## config.mk

```make
export PLATFORM = sky130hd
export DESIGN_NAME = printable_run_extractor
export DESIGN_NICKNAME = d
export VERILOG_FILES = /design/src/rtl/prx_pkg.sv /design/src/rtl/printable_run_extractor.sv /design/src/rtl/prx_hold_mem.sv /design/src/rtl/prx_run_ctrl.sv /design/src/rtl/prx_drain.sv
export SDC_FILE = /design/constraint.sdc
export NUM_CORES = 1
export LEC_CHECK = 0
export ABC_AREA = 1
export BUFFER_PORTS_ARGS = -buffer_cell sky130_fd_sc_hd__buf_2
export CAP_MARGIN = 0
export CELL_PAD_IN_SITES_DETAIL_PLACEMENT = 0
export CELL_PAD_IN_SITES_GLOBAL_PLACEMENT = 1
export CORE_ASPECT_RATIO = 1.1
export CORE_MARGIN = 3
export CORE_UTILIZATION = 46
export CTS_CLUSTER_DIAMETER = 50
export CTS_CLUSTER_SIZE = 14
export DETAILED_ROUTE_END_ITERATION = 10
export HOLD_SLACK_MARGIN = 0.02
export PLACE_DENSITY_LB_ADDON = 0.1
export SYNTH_ARGS = -nofsm -noshare
export SYNTH_HDL_FRONTEND = slang
export SYNTH_SLANG_ARGS = --single-unit
```

## constraint.sdc

```tcl
create_clock -name clk -period 2.5 [get_ports clk]
set_clock_uncertainty 0.15 [all_clocks]
set_input_delay 0.25 -clock clk [delete_from_list [all_inputs] [get_ports clk]]
set_output_delay 0.25 -clock clk [all_outputs]
set_load 0.05 [all_outputs]
```

## src/rtl/prx_pkg.sv

```systemverilog
package prx_pkg;

  localparam int MAX_RUN_DEF  = 256;
  localparam int MAX_HOLD_DEF = 32;

  // Hold counts and the threshold fit in six bits while MAX_HOLD is at most 63.
  localparam int CNT_W     = 6;
  localparam int MIN_LEN_W = 6;

  localparam logic [MIN_LEN_W-1:0] MIN_LEN_RESET = 6'd4;

  localparam logic [7:0] CHAR_TAB   = 8'h09;
  localparam logic [7:0] CHAR_NL    = 8'h0A;
  localparam logic [7:0] CHAR_SPACE = 8'h20;
  localparam logic [7:0] CHAR_TILDE = 8'h7E;

  typedef struct packed {
    logic [7:0] in_byte;
    logic       end_of_file;
  } in_item_t;

  typedef struct packed {
    logic [7:0] out_byte;
    logic       string_end;
    logic       last_result;
  } out_item_t;

  // Work handed from the run tracker to the drain side for one accepted byte.
  typedef struct packed {
    logic             direct;
    logic [7:0]       dbyte;
    logic [CNT_W-1:0] rel_n;
    logic             nl;
  } job_t;

  function automatic logic is_text_char(input logic [7:0] b);
    return ((b >= CHAR_SPACE) && (b <= CHAR_TILDE)) || (b == CHAR_TAB);
  endfunction

endpackage

```

## src/rtl/printable_run_extractor.sv

```systemverilog
// Channel   Direction  Handshake           Beat
// in_       input      in_valid/in_stall   in_item (byte, end of file)
// out_      output     out_valid/out_stall out_item (byte, string end, last)
// cfg_      input      cfg_valid/cfg_ready cfg_data (min_length)
//
// A byte is taken while in_stall is low; one that yields results holds in_stall
// until its last result is in the output register. Held bytes are read through the
// registered hold memory; MAX_HOLD held bytes and a closing newline stall it longest.
// The last result of a byte sits in the output register while the next byte is taken.
// Reset is synchronous and active low; the hold memory needs no clearing pass.
// out_stall freezes the output register, the read sequence and result emission.
module printable_run_extractor #(
  parameter int MAX_RUN  = prx_pkg::MAX_RUN_DEF,
  parameter int MAX_HOLD = prx_pkg::MAX_HOLD_DEF
) (
  input  logic                          clk,
  input  logic                          rst_n,
  input  logic                          in_valid,
  output logic                          in_stall,
  input  prx_pkg::in_item_t             in_item,
  output logic                          out_valid,
  input  logic                          out_stall,
  output prx_pkg::out_item_t            out_item,
  input  logic                          cfg_valid,
  output logic                          cfg_ready,
  input  logic [prx_pkg::MIN_LEN_W-1:0] cfg_data
);
  import prx_pkg::*;

  localparam int AW = $clog2(MAX_HOLD);

  logic [MIN_LEN_W-1:0] min_len_r, min_len_nxt;
  logic [CNT_W-1:0]     thr;
  logic                 accept;
  logic                 busy;
  job_t                 job;
  logic                 wr_en;
  logic [AW-1:0]        wr_addr;
  logic [7:0]           wr_data;
  logic                 rd_en;
  logic [AW-1:0]        rd_addr;
  logic [7:0]           rd_data;

  assign cfg_ready = 1'b1;
  assign in_stall  = busy;
  assign accept    = in_valid && !in_stall;

  always_comb begin
    min_len_nxt = (cfg_valid && cfg_ready) ? cfg_data : min_len_r;
    // The threshold is clamped to 1..MAX_HOLD.
    if (min_len_r == '0) begin
      thr = CNT_W'(1);
    end else if ((CNT_W + 1)'(min_len_r) > (CNT_W + 1)'(MAX_HOLD)) begin
      thr = CNT_W'(MAX_HOLD);
    end else begin
      thr = CNT_W'(min_len_r);
    end
  end

  always_ff @(posedge clk) begin
    if (!rst_n) begin
      min_len_r <= MIN_LEN_RESET;
    end else begin
      min_len_r <= min_len_nxt;
    end
  end

  prx_run_ctrl #(
    .MAX_RUN  (MAX_RUN),
    .MAX_HOLD (MAX_HOLD)
  ) u_ctrl (
    .clk     (clk),
    .rst_n   (rst_n),
    .accept  (accept),
    .item    (in_item),
    .thr     (thr),
    .wr_en   (wr_en),
    .wr_addr (wr_addr),
    .wr_data (wr_data),
    .job     (job)
  );

  prx_hold_mem #(
    .DEPTH (MAX_HOLD)
  ) u_mem (
    .clk     (clk),
    .wr_en   (wr_en),
    .wr_addr (wr_addr),
    .wr_data (wr_data),
    .rd_en   (rd_en),
    .rd_addr (rd_addr),
    .rd_data (rd_data)
  );

  prx_drain #(
    .MAX_HOLD (MAX_HOLD)
  ) u_drain (
    .clk       (clk),
    .rst_n     (rst_n),
    .load      (accept),
    .job       (job),
    .rd_en     (rd_en),
    .rd_addr   (rd_addr),
    .rd_data   (rd_data),
    .busy      (busy),
    .out_valid (out_valid),
    .out_stall (out_stall),
    .out_item  (out_item)
  );

  a_job_blocks_input: assert property (@(posedge clk) disable iff (!rst_n)
    (accept && (job.direct || (job.rel_n != '0) || job.nl)) |=> in_stall)
    else $error("byte with pending results did not stall the input");

  a_direct_no_release: assert property (@(posedge clk) disable iff (!rst_n)
    (accept && job.direct) |-> (job.rel_n == '0))
    else $error("pass-through byte and held-byte release in one job");

  a_write_on_accept: assert property (@(posedge clk) disable iff (!rst_n)
    wr_en |-> (accept && !rd_en))
    else $error("hold memory written outside an accepted beat");

  a_read_when_busy: assert property (@(posedge clk) disable iff (!rst_n)
    rd_en |-> in_stall)
    else $error("hold memory read while the input is open");

endmodule

```

## src/rtl/prx_hold_mem.sv

```systemverilog
module prx_hold_mem #(
  parameter int DEPTH = 32
) (
  input  logic                     clk,
  input  logic                     wr_en,
  input  logic [$clog2(DEPTH)-1:0] wr_addr,
  input  logic [7:0]               wr_data,
  input  logic                     rd_en,
  input  logic [$clog2(DEPTH)-1:0] rd_addr,
  output logic [7:0]               rd_data
);

  logic [7:0] mem [DEPTH];

  always_ff @(posedge clk) begin
    if (wr_en) begin
      mem[wr_addr] <= wr_data;
    end
  end

  // Read data holds until the next read, so a stalled beat keeps its byte.
  always_ff @(posedge clk) begin
    if (rd_en) begin
      rd_data <= mem[rd_addr];
    end
  end

endmodule

```

## src/rtl/prx_run_ctrl.sv

```systemverilog
module prx_run_ctrl #(
  parameter int MAX_RUN  = 256,
  parameter int MAX_HOLD = 32
) (
  input  logic                        clk,
  input  logic                        rst_n,
  input  logic                        accept,
  input  prx_pkg::in_item_t           item,
  input  logic [prx_pkg::CNT_W-1:0]   thr,
  output logic                        wr_en,
  output logic [$clog2(MAX_HOLD)-1:0] wr_addr,
  output logic [7:0]                  wr_data,
  output prx_pkg::job_t               job
);
  import prx_pkg::*;

  localparam int RC_W = $clog2(MAX_RUN + 1);
  localparam int AW   = $clog2(MAX_HOLD);
  localparam int CW   = (RC_W > CNT_W) ? RC_W : CNT_W;

  logic [RC_W-1:0] rc_r, rc_nxt;
  logic            rep_r, rep_nxt;

  logic            prn;
  logic            below_run;
  logic [RC_W-1:0] rc_new;
  logic            due;
  logic            close;
  logic            rep_after;

  always_comb begin
    prn       = is_text_char(item.in_byte);
    below_run = rc_r < RC_W'(MAX_RUN);
    rc_new    = (prn && below_run) ? rc_r + RC_W'(1) : rc_r;
    due       = !rep_r && (CW'(rc_new) >= CW'(thr));
    rep_after = rep_r || due;
    close     = !prn || item.end_of_file;

    job.direct = prn && below_run && rep_r;
    job.dbyte  = item.in_byte;
    if (!due) begin
      job.rel_n = '0;
    end else if (CW'(rc_new) > CW'(MAX_HOLD)) begin
      job.rel_n = CNT_W'(MAX_HOLD);
    end else begin
      job.rel_n = CNT_W'(rc_new);
    end
    job.nl = close && rep_after;

    wr_en   = accept && prn && below_run && !rep_r && (CW'(rc_r) < CW'(MAX_HOLD));
    wr_addr = rc_r[AW-1:0];
    wr_data = item.in_byte;

    rc_nxt  = rc_r;
    rep_nxt = rep_r;
    if (accept) begin
      rc_nxt  = close ? '0 : rc_new;
      rep_nxt = close ? 1'b0 : rep_after;
    end
  end

  always_ff @(posedge clk) begin
    if (!rst_n) begin
      rc_r  <= '0;
      rep_r <= 1'b0;
    end else begin
      rc_r  <= rc_nxt;
      rep_r <= rep_nxt;
    end
  end

endmodule

```

## src/rtl/prx_drain.sv

```systemverilog
module prx_drain #(
  parameter int MAX_HOLD = 32
) (
  input  logic                        clk,
  input  logic                        rst_n,
  input  logic                        load,
  input  prx_pkg::job_t               job,
  output logic                        rd_en,
  output logic [$clog2(MAX_HOLD)-1:0] rd_addr,
  input  logic [7:0]                  rd_data,
  output logic                        busy,
  output logic                        out_valid,
  input  logic                        out_stall,
  output prx_pkg::out_item_t          out_item
);
  import prx_pkg::*;

  localparam int AW = $clog2(MAX_HOLD);

  logic             dir_r, dir_nxt;
  logic [7:0]       byte_r, byte_nxt;
  logic [CNT_W-1:0] left_r, left_nxt;
  logic [AW-1:0]    idx_r, idx_nxt;
  logic             rdv_r, rdv_nxt;
  logic             nl_r, nl_nxt;
  logic             ov_r, ov_nxt;
  out_item_t        oi_r, oi_nxt;

  logic load_ok;
  logic take_rd;
  logic issue;
  logic emit_dir;
  logic emit_nl;

  always_comb begin
    load_ok  = !ov_r || !out_stall;
    take_rd  = rdv_r && load_ok;
    // A new read goes out only when the read register is empty or its byte is taken into the output register.
    issue    = (left_r != '0) && (!rdv_r || take_rd);
    emit_dir = dir_r && load_ok;
    emit_nl  = nl_r && !dir_r && (left_r == '0) && !rdv_r && load_ok;

    rd_en   = issue;
    rd_addr = idx_r;
    busy    = dir_r || rdv_r || (left_r != '0) || nl_r;

    oi_nxt = oi_r;
    ov_nxt = load_ok ? 1'b0 : ov_r;
    if (emit_dir) begin
      oi_nxt = '{out_byte: byte_r, string_end: 1'b0, last_result: !nl_r};
      ov_nxt = 1'b1;
    end else if (take_rd) begin
      oi_nxt = '{out_byte: rd_data, string_end: 1'b0,
                 last_result: (left_r == '0) && !nl_r};
      ov_nxt = 1'b1;
    end else if (emit_nl) begin
      oi_nxt = '{out_byte: CHAR_NL, string_end: 1'b1, last_result: 1'b1};
      ov_nxt = 1'b1;
    end

    dir_nxt  = emit_dir ? 1'b0 : dir_r;
    byte_nxt = byte_r;
    left_nxt = issue ? left_r - CNT_W'(1) : left_r;
    idx_nxt  = issue ? idx_r + AW'(1) : idx_r;
    rdv_nxt  = issue ? 1'b1 : (take_rd ? 1'b0 : rdv_r);
    nl_nxt   = emit_nl ? 1'b0 : nl_r;
    if (load) begin
      dir_nxt  = job.direct;
      byte_nxt = job.dbyte;
      left_nxt = job.rel_n;
      idx_nxt  = '0;
      nl_nxt   = job.nl;
    end
  end

  always_ff @(posedge clk) begin
    if (!rst_n) begin
      dir_r  <= 1'b0;
      left_r <= '0;
      rdv_r  <= 1'b0;
      nl_r   <= 1'b0;
      ov_r   <= 1'b0;
    end else begin
      dir_r  <= dir_nxt;
      left_r <= left_nxt;
      rdv_r  <= rdv_nxt;
      nl_r   <= nl_nxt;
      ov_r   <= ov_nxt;
    end
  end

  always_ff @(posedge clk) begin
    byte_r <= byte_nxt;
    idx_r  <= idx_nxt;
    oi_r   <= oi_nxt;
  end

  assign out_valid = ov_r;
  assign out_item  = oi_r;

endmodule

```

==> reports/metrics.yaml, run 1 <==
max_freq_mhz: 427.1
post-place-cells: 1573
clk_pin_slew_ns: 0.06
tritoncts: "done"
synth_top_family_by_area: "simple AND/OR/NAND/NOR gates"
grt_overflow_total: 0
synth-edff-count: 281
syn_area_um2: 13070
stdcell_area_um2: 15650
netlist_instances: 1134
die_height_um: 182.8
yosysTopAreaCell: "edfxtp_1"
drc: 0
portBuffers: 31
nNetsFinal: 1299
grt_max_degree: 60
drt_iter0_markers: 723
critPathMaxFanout: 8
synth-simple-area-share_pct: 13.76
drive_gt1_share_pct: 18.13
grtUsageTotal_pct: 22.43
power.total_mw: 16.33
synth_xor_area_share_pct: 0.6033
std_cell_rows: 64
seq_area_frac_synth_pct: 69.48
ios: 33
drv_cap: 0
placed_cell_area_um2: 14300
synthDistinctLibCells: 45
clk_path_buf_depth: 3
synthesis.nets: 1164
syn_avg_cell_area_um2: 11.52
htree_levels: 2
grt_pass1_wl_um: 52430
instances_no_fill: 1655
setup_viol: 0
clock_latency_ns: 0.51
first_global_vias: 8877
initial_core_util_pct: 46.89
die-area_um2: 30470
via_per_inst: 5.497
synth_warnings: 0
cp.arrival_ns: 2.41
status: "finished clean"
hold_slack_ns: 0.04660
synth-seq-cells: 313
nFillCells: 2414
hold_violations: 0
critPathLaunchType: "flop"
wirelength_um: 34390
leakagePower_nw: 5.562
synth-async-reset-ratio_pct: 0
cts_buffers: 34
end_kind: "flop"
cts_sinks: 313
dr.pass1.iters: 5
synthMuxAreaShare_pct: 0
cts.root.buffer_cell: "clkbuf_16"
wire_per_inst_um: 20.78
min_path_type: "primary input to flop"
drv_slew: 0
synth_fa_ha_area_share_pct: 0.9576
coreArea_um2: 27870
synth.area.top_cells: "edfxtp_1, o21ai_0, nor2_1"
fin_crit_sh_pct: 93.65
synth.most_common_cell: "edfxtp_1"
p_per_area_nw_per_um2: 1044
relSlewSlack_pct: 54.51
hpwl_um: 21720
routabilityCongestion: 0.8108
crit_type: "flop to flop"
synth_top_area_share_pct: 64.58
synthFlopType: "edfxtp_1"
ant_nets: 0
die_w_um: 166.7
num_vias: 9097
required_ns: 2.57
synth_compound_area_share_pct: 11.45
worst_pin_slew_ns: 0.6798
area_growth_pct: 19.78
peakVddDrop_mv: 0.6041
antenna_found_initial: 1
synth_common_cells: "edfxtp_1, nor2_1, o21ai_0"
post-route-min-period_ns: 2.341
[power breakdown]
part / leakage (nW) / internal [mW] / switching (mW)
Combinational: 2.24 / 1.70 / 3.60
Sequential: 2.81 / 6.05 / 0.197
Clock: 0.511 / 2.78 / 2.02
[per-stage QoR]
step	setup slack [ns]	utilization [%]	setup TNS, ns
after floorplan	0.06192	-	0
after global placement	-0.08122	51.31	-0.4387
after detailed placement	-0.08033	51.31	-0.4441
after CTS	0.01798	55.90	0
after global routing	-0.04094	56.16	-0.07856
final	0.1586	56.16	0
[final timing paths]
path,endpoint,depth (start not counted),slack (ns),startpoint
max,u_mem.mem[30][1],10,0.16,u_drain.left_r[0]
min,min_len_r[5],3,0.05,cfg_valid
max reg2reg,u_mem.mem[30][1],10,0.16,u_drain.left_r[0]
min reg2reg,u_drain.out_item[1],2,0.32,u_drain.out_item[1]
[kinds of logic (layout without fill, tap and decap cells)]
kind of cell	count (synthesis)	count (layout)
buffers and inverters	123	280
xor gates and xnor gates	9	9
and+or+nand+nor	415	415
AOI/OAI and AO/OA	263	263
DFF	313	313
adders and majority gates	10	10
other	1	2
[critical path, stage by stage (launching register included)]
cell and delay [ns]:
dfxtp_1 0.31, inv_1 0.08, ha_1 0.21, nand2_2 0.11
nor3_4 0.18, nand4_4 0.14, nor4_4 0.24, nand2_1 0.09
buf_4 0.20, nor2_1 0.19, buf_4 0.18
[cell type report]
class / count / area (um^2) / area share (%)
Antenna cell: 1 / 2.502 / 0.01599
Timing Repair Buffer: 155 / 1224 / 7.818
Clock buffer: 41 / 928.4 / 5.932
Multi-Input combinational cell: 698 / 3538 / 22.61
Sequential cell: 313 / 9094 / 58.10
Clock inverter: 17 / 150.1 / 0.9593
Inverter: 67 / 260.3 / 1.663
Tap cell: 363 / 454.2 / 2.902
[what timing repair did]
action,in CTS,in global routing
hold buffers,20,0
endpoints found under the hold margin,23,0
buffers inserted,0,3
gates resized for setup,0,16
endpoints found under the setup margin,0,65
[placed cells by master (no fill, tap or decap), drive strengths merged]
| master | n |
|---|---|
| nor2 | 200 |
| inv | 64 |
| o221ai | 27 |
| bufinv | 1 |
| diode | 1 |
| ha | 10 |
| xnor2 | 3 |
| conb | 1 |
| nand3b | 1 |
| a22oi | 1 |
| clkbuf | 41 |
| a31oi | 3 |
| clkinvlp | 7 |
| dfxtp | 32 |
| edfxtp | 281 |
| a211oi | 1 |
| a32oi | 1 |
| nand4 | 17 |
| buf | 135 |
| nor3 | 6 |
| nor4 | 1 |
| nand3 | 56 |
| o22ai | 37 |
| or2 | 2 |
| o21ai | 164 |
| or3 | 1 |
| dlygate4sd3 | 20 |
| a21oi | 24 |
| nand2 | 131 |
| o211ai | 5 |
| clkinv | 12 |
| xor2 | 6 |
[routing by layer]
metal	vias up	GRT usage (%)	part of all wire (%)
li1	4350	-	-
met1	4490	30.98	44
met2	226	37.79	49
met3	31	3.535	5.2
met4	0	5.611	1.6
met5	-	0	0
[flip-flops by register name, summed over array words and instances, names as in the netlist]
name	count
u_drain.byte_r	8
u_drain.out_item	10
u_mem.rd_data	8
u_ctrl.rc_r	9
u_ctrl.rep_r	1
u_drain.rd_addr	5
u_drain.nl_r	1
u_mem.mem	256
u_drain.out_valid	1
u_drain.rdv_r	1
u_drain.left_r	6
min_len_r	6
u_drain.dir_r	1
Power figures use the tool's default switching activity.
==> inputs of run 2 (changes only) <==
--- a/config.mk
+++ b/config.mk
@@ -12,12 +12,14 @@
 export CELL_PAD_IN_SITES_GLOBAL_PLACEMENT = 1
 export CORE_ASPECT_RATIO = 1.1
 export CORE_MARGIN = 3
-export CORE_UTILIZATION = 46
+export CORE_UTILIZATION = 47
 export CTS_CLUSTER_DIAMETER = 50
 export CTS_CLUSTER_SIZE = 14
 export DETAILED_ROUTE_END_ITERATION = 10
 export HOLD_SLACK_MARGIN = 0.02
+export MAX_ROUTING_LAYER = met4
 export PLACE_DENSITY_LB_ADDON = 0.1
 export SYNTH_ARGS = -nofsm -noshare
 export SYNTH_HDL_FRONTEND = slang
 export SYNTH_SLANG_ARGS = --single-unit
+export TNS_END_PERCENT = 30
==> constraint.sdc (replaced) <==
create_clock -name clk -period 2.8 [get_ports clk]
set_clock_uncertainty 0.15 [all_clocks]
set_input_delay 0.28 -clock clk [delete_from_list [all_inputs] [get_ports clk]]
set_output_delay 0.28 -clock clk [all_outputs]
set_load 0.05 [all_outputs]
==> run 2 against run 1 <==
Global-route usage is 1.1 points higher. Sequential share of layout area is 1.3 points higher. Final area decreased by 2.3%. Critical endpoint is now u_drain.left_r[0]. Largest power group unchanged.
==> reports/metrics.yaml, run 2 (synthesis results as in run 1) <==
status: "finished clean"
reg2regPathDepth: 15  # +5
wire_per_inst_um: 21.03  # +1.2%
clk_pin_slew_ns: 0.07  # about the same
grtUsageTotal_pct: 23.56  # +1.1 points
grt_max_degree: 66  # +10%
cp.arrival_ns: 2.88  # +0.47 ns
coreArea_um2: 27190  # -2.4%
min_path_type: "primary input to flop"
tns_ns: 0  # unchanged
portBuffers: 31  # unchanged
die_w_um: 165.0  # -1.0%
hpwl_um: 20830  # -4.1%
p_clk_share_pct: 28.9  # -0.5 points
critPathMaxFanout: 8  # unchanged
reg2reg_from: "u_ctrl.rc_r[1]"
p_int_mw: 9.033  # -14%
grt_pass1_wl_um: 51720  # -1.3%
hold_path_end: "u_mem.mem[31][6]"
ios: 33  # unchanged
clk_path_buf_depth: 3  # unchanged
initial_core_util_pct: 48.05  # +1.2 points
switching_share_pct: 35.82  # +0.26 points
hold_violations: 0  # unchanged
antennaDiodeCount: 0  # -1
leakagePower_nw: 5.389  # -3.1%
wirelength_um: 34040  # -1.0%
first_global_vias: 8710  # -1.9%
crit_type: "primary input to flop"
relSlewSlack_pct: 15.10  # -39 points
seq_area_um2: 9086  # about the same
antenna_found_initial: 2  # +1
nFillCells: 2363  # -2.1%
end_kind: "flop"
multi_input_area_um2: 3507  # -0.88%
cts.root.buffer_cell: "clkbuf_16"
std_cell_rows: 63  # -1.6%
tritoncts: "done"
path_cells: "dlygate4sd3_1 > buf_2 > or2_1 > nand2_2 > nand2_4 > nand3_4 > inv_4 > buf_4 > nand2_1 > nand2_2 > ha_1 > nand2_1 > nor2_1 > nand3_1 > nor2_2 > nor2_1 > nand3_2 > nand3_1 > a21oi_1"
worstHoldStart: "in_item[7]"
cts_buffers: 31  # -8.8%
required_ns: 3.15  # +0.58 ns
nNetsFinal: 1271  # -2.2%
fin_crit_sh_pct: 90.54
crit_path_max_incr_delay_ns: 0.53  # +0.22 ns
layout_common_cells: "edfxtp_1, nor2_1, o21ai_0"
grt_overflow_total: 0  # unchanged
drive_gt1_share_pct: 15.21  # -2.9 points
ant_nets: 0  # unchanged
via_per_inst: 5.523  # +0.48%
worstHoldPathCells: 2  # -1
area_growth_pct: 17.00
post-route-min-period_ns: 2.535
r2r_end: "u_drain.left_r[2]"
cts_sinks: 313  # unchanged
final_common_cell: "edfxtp_1"
num_vias: 8942  # -1.7%
drv_slew: 0  # unchanged
drt_iter0_markers: 744  # +2.9%
dr.pass1.iters: 5  # unchanged
cpMaxStageDelayCell: "dlygate4sd3_1"
clock_latency_ns: 0.58  # +0.07 ns
htree_levels: 1  # -1
largest_register_ffs: 256  # unchanged
rsz0062_at_grt: "no"
pwr-share-comb_pct: 31.3  # -1.1 points
peakVddDrop_mv: 0.5896  # -2.4%
die-area_um2: 29840  # -2.1%
die_height_um: 180.9  # -1.0%
critPathLaunchType: "primary input"
setup_slack_ns: 0.2648  # +0.1061 ns
drc: 0  # unchanged
drv_cap: 0  # unchanged
p_sw_mw: 5.042  # -13%
r2r_slack_ns: 0.30  # +0.14 ns
setup_viol: 0  # unchanged
worst_pin_slew_ns: 1.260  # +0.5803 ns
seq_power_share_pct: 39.8  # +1.6 points
max_freq_mhz: 394.4
pre_cts_ws_ns: 0.02634  # +0.1067 ns
routabilityCongestion: 0.8801  # +8.5%
p_per_area_nw_per_um2: 920.7  # -12%
largest_register: "u_mem.mem"
==> run 2: changes by cell type in the layout (fill, tap and decap cells not counted), sizes merged <==
cell,before,now
buf,135,110
bufinv,1,2
clkbuf,41,38
clkinv,12,11
clkinvlp,7,6
diode,1,0
==> run 2: final cells by class <==
cell class / count / area share [%]
timing repair buffer: 130 / 6.531
clock buffer: 38 / 5.377
clock inverter: 16 / 1.113
tap: 357 / 2.922
sequential: 313 / 59.44
inverter: 67 / 1.678
multi-input combinational: 698 / 22.94
==> run 2: layer usage <==
layer / share of wire [%] / GRT usage [%] / vias to the layer above
li1: - / - / 4299
met1: 45 / 33.61 / 4358
met2: 48 / 37.02 / 235
met3: 5.3 / 2.568 / 50
met4: 1.8 / 4.933 / 0
met5: 0 / - / -
==> run 2: what timing repair did <==
item                                    CTS  global route
resized for setup                         0             3
buffers inserted                          0             0
hold endpoints to repair                 18             0
hold buffers                             20             0
endpoints found under the setup margin    0             7
==> run 2: power by group through the flow <==
stage	combinational, mW	sequential (mW)	clock (mW)
after detailed placement	4.39	5.71	0
after CTS	4.43	5.61	4.14
after global placement	4.37	5.70	0
after floorplan	2.68	5.76	0
after global routing	4.87	5.64	4.34
final	4.41	5.60	4.07
==> run 2: critical path, delay by kind of cell <==
family	cells	cell delay, ns
buffers and inverters	4	0.88
adder cells (fa/ha/maj)	1	0.28
AO/OA/AOI/OAI	1	0.14
AND/OR/NAND/NOR	13	1.30
==> run 2: how the worst max path moves through the flow <==
stage | from | end | cells past startpoint
floorplan | u_drain.left_r[0] | u_mem.mem[0][0] | 8
global placement | in_item[4] | u_drain.left_r[3] | 19
detailed placement | in_item[4] | u_drain.left_r[2] | 21
CTS | u_ctrl.rc_r[4] | u_drain.left_r[0] | 15
global route | in_item[6] | u_drain.left_r[2] | 19
finish | in_item[6] | u_drain.left_r[0] | 19
==> run 2: metrics by stage <==
| stage | power, mW | utilization, % | cells | instance area [um^2] | hold slack, ns |
|---|---|---|---|---|---|
| floorplan | 8.448 | - | 1134 | 13070 | 0.2289 |
| global placement | 10.07 | 51.80 | 1545 | 14090 | 0.2996 |
| detailed placement | 10.09 | 51.80 | 1545 | 14090 | 0.3040 |
| CTS | 14.18 | 56.19 | 1619 | 15280 | 0.03945 |
| global route | 14.84 | 56.21 | 1619 | 15290 | 0.05477 |
| finish | 14.07 | 56.21 | 1619 | 15290 | 0.05738 |
==> inputs of run 3 (changes only) <==
--- a/config.mk
+++ b/config.mk
@@ -8,7 +8,7 @@
 export ABC_AREA = 1
 export BUFFER_PORTS_ARGS = -buffer_cell sky130_fd_sc_hd__buf_2
 export CAP_MARGIN = 0
-export CELL_PAD_IN_SITES_DETAIL_PLACEMENT = 0
+export CELL_PAD_IN_SITES_DETAIL_PLACEMENT = 1
 export CELL_PAD_IN_SITES_GLOBAL_PLACEMENT = 1
 export CORE_ASPECT_RATIO = 1.1
 export CORE_MARGIN = 3
@@ -19,6 +19,7 @@
 export HOLD_SLACK_MARGIN = 0.02
 export MAX_ROUTING_LAYER = met4
 export PLACE_DENSITY_LB_ADDON = 0.1
+export SETUP_SLACK_MARGIN = 0.1
 export SYNTH_ARGS = -nofsm -noshare
 export SYNTH_HDL_FRONTEND = slang
 export SYNTH_SLANG_ARGS = --single-unit
==> run 3 against run 2 <==
Critical path depth down 12. Count of clock-buffer cells in the layout down 2. Combinational power up 4%. Non-clock buffer count up 6. Sequential share of layout area down 0.50 points. Worst hold slack better by 0.0059 ns. Via count up 4.2%. Power up 1.5%. Clock power about the same. Critical path type unchanged. Critical endpoint is now min_len_r[2].
==> reports/metrics.yaml, run 3 (synthesis results as in run 1) <==
peakVddDrop_mv: 0.5977  # +1.4%
portBuffers: 31  # unchanged
post-place-cells: 1545  # unchanged
crit_type: "primary input to flop"
tritoncts: "done"
routabilityCongestion: 0.8801  # unchanged
wirelength_um: 37680  # +11%
grtUsageTotal_pct: 26.27  # +2.7 points
antennaDiodeCount: 0  # unchanged
fin_crit_sh_pct: 92.94  # +2.4 points
wire_per_inst_um: 23.22  # +10%
largest_register: "u_mem.mem"
power.total_mw: 14.28  # +1.5%
cpMaxStageDelayCell: "dlygate4sd3_1"
first_global_vias: 9771  # +12%
dr.pass1.iters: 5  # unchanged
cp_common_cell: "dlygate4sd3_1"
ant_nets: 0  # unchanged
drt_iter0_markers: 835  # +12%
layout_common_cells: "edfxtp_1, nor2_1, o21ai_0"
hold_violations: 0  # unchanged
nFillCells: 2827  # +20%
crit_path_max_incr_delay_ns: 0.58  # +0.05 ns
worst_pin_slew_ns: 1.160  # -0.09984 ns
htree_levels: 1  # unchanged
r2r_end: "u_drain.left_r[5]"
grt_max_degree: 66  # unchanged
grt_overflow_total: 0  # unchanged
drive_gt1_share_pct: 16.67  # +1.5 points
worstHoldPathCells: 2  # unchanged
worstHoldStart: "in_item[7]"
via_per_inst: 5.742  # +4.0%
clk_pin_slew_ns: 0.06  # about the same
critPathLaunchType: "primary input"
tns_ns: 0  # unchanged
reg2reg_from: "u_ctrl.rc_r[3]"
leakagePower_nw: 5.438  # +0.91%
max_freq_mhz: 384.3  # -2.6%
p_per_area_nw_per_um2: 926.3  # +0.61%
initial_core_util_pct: 48.05  # unchanged
die_w_um: 165.0  # unchanged
drv_slew: 0  # unchanged
critPathMaxFanout: 13  # +5
std_cell_rows: 63  # unchanged
min_path_type: "primary input to flop"
drv_cap: 0  # unchanged
relSlewSlack_pct: 21.83  # +6.7 points
die_height_um: 180.9  # unchanged
ios: 33  # unchanged
post-route-min-period_ns: 2.602  # +0.06714 ns
antenna_found_initial: 0  # -2
path_cells: "dlygate4sd3_1 > buf_2 > inv_1 > a21oi_1 > dlygate4sd3_1 > o21ai_0 > dlygate4sd3_1"
nNetsFinal: 1277  # +0.47%
cts_sinks: 313  # unchanged
hpwl_um: 23310  # +12%
reg2regPathDepth: 15  # unchanged
coreArea_um2: 27190  # unchanged
end_kind: "flop"
grt_pass1_wl_um: 57930  # +12%
num_vias: 9319  # +4.2%
required_ns: 3.09  # -0.06 ns
instances_no_fill: 1623  # +0.25%
cts_buffers: 31  # unchanged
r2r_slack_ns: 0.28  # -0.02 ns
die-area_um2: 29840  # unchanged
area_growth_pct: 18.01
clock_latency_ns: 0.57  # about the same
rsz0062_at_grt: "yes"
status: "finished clean"
drc: 0  # unchanged
clk_path_buf_depth: 3  # unchanged
setup_viol: 0  # unchanged
cts.root.buffer_cell: "clkbuf_16"
largest_register_ffs: 256  # unchanged
hold_path_end: "u_mem.mem[31][6]"
final_common_cell: "edfxtp_1"
cp.arrival_ns: 2.89  # about the same
## run 3: power breakdown
group / switching, mW / internal, mW
clock network: 1.76 / 2.34
registers: 0.207 / 5.40
logic: 3.21 / 1.37
## run 3: metal layers
layer	wire (um)	vias up	part of all wire, %	GRT usage [%]
met3	1615	62	4.3	3.302
met1	16430	4744	44	34.90
met5	0	-	0	-
met4	901	0	2.4	6.678
met2	18740	205	50	43.11
li1	-	4308	-	-
## run 3: cell type report
type                            count  area, um^2  area share, %
Clock inverter                     16       187.7          1.217
Timing Repair Buffer              136        1057          6.857
Sequential cell                   313        9087          58.93
Tap cell                          357       446.7          2.897
Multi-Input combinational cell    698        3580          23.21
Inverter                           67       256.5          1.663
Clock buffer                       36       804.5          5.217
## run 3: worst max-delay path by stage
stage	start	to	slack [ns]	cells after the start
floorplan	u_drain.left_r[0]	u_mem.mem[0][0]	0.36	8
global placement	in_item[4]	u_drain.left_r[3]	0.08	19
detailed placement	in_item[4]	u_drain.left_r[2]	-0.02	19
CTS	u_ctrl.rc_r[4]	u_drain.left_r[4]	0.11	15
global route	rst_n	min_len_r[2]	0.08	7
finish	rst_n	min_len_r[2]	0.20	7
## run 3: worst max-delay path, delay by kind of cell
family / cells / cell delay [ns]
compound gates: 2 / 0.33
buf+inv: 5 / 2.27
## run 3: what timing repair did
| item | in CTS | in global routing |
|---|---|---|
| hold buffers | 21 | 1 |
| resized for setup | 0 | 23 |
| setup endpoints to repair | 0 | 8 |
| setup buffers | 0 | 4 |
| endpoints found under the hold margin | 16 | 1 |
## run 3: through the flow
stage	utilization, %	setup WS, ns	cell area [um^2]	hold WS [ns]
after floorplan	-	0.3619	13070	0.2289
after global placement	51.80	0.07543	14090	0.2996
after detailed placement	51.80	-0.01976	14090	0.3278
after CTS	56.22	0.1061	15290	0.06367
after global routing	56.70	0.08354	15420	0.08099
final	56.70	0.1976	15420	0.06331
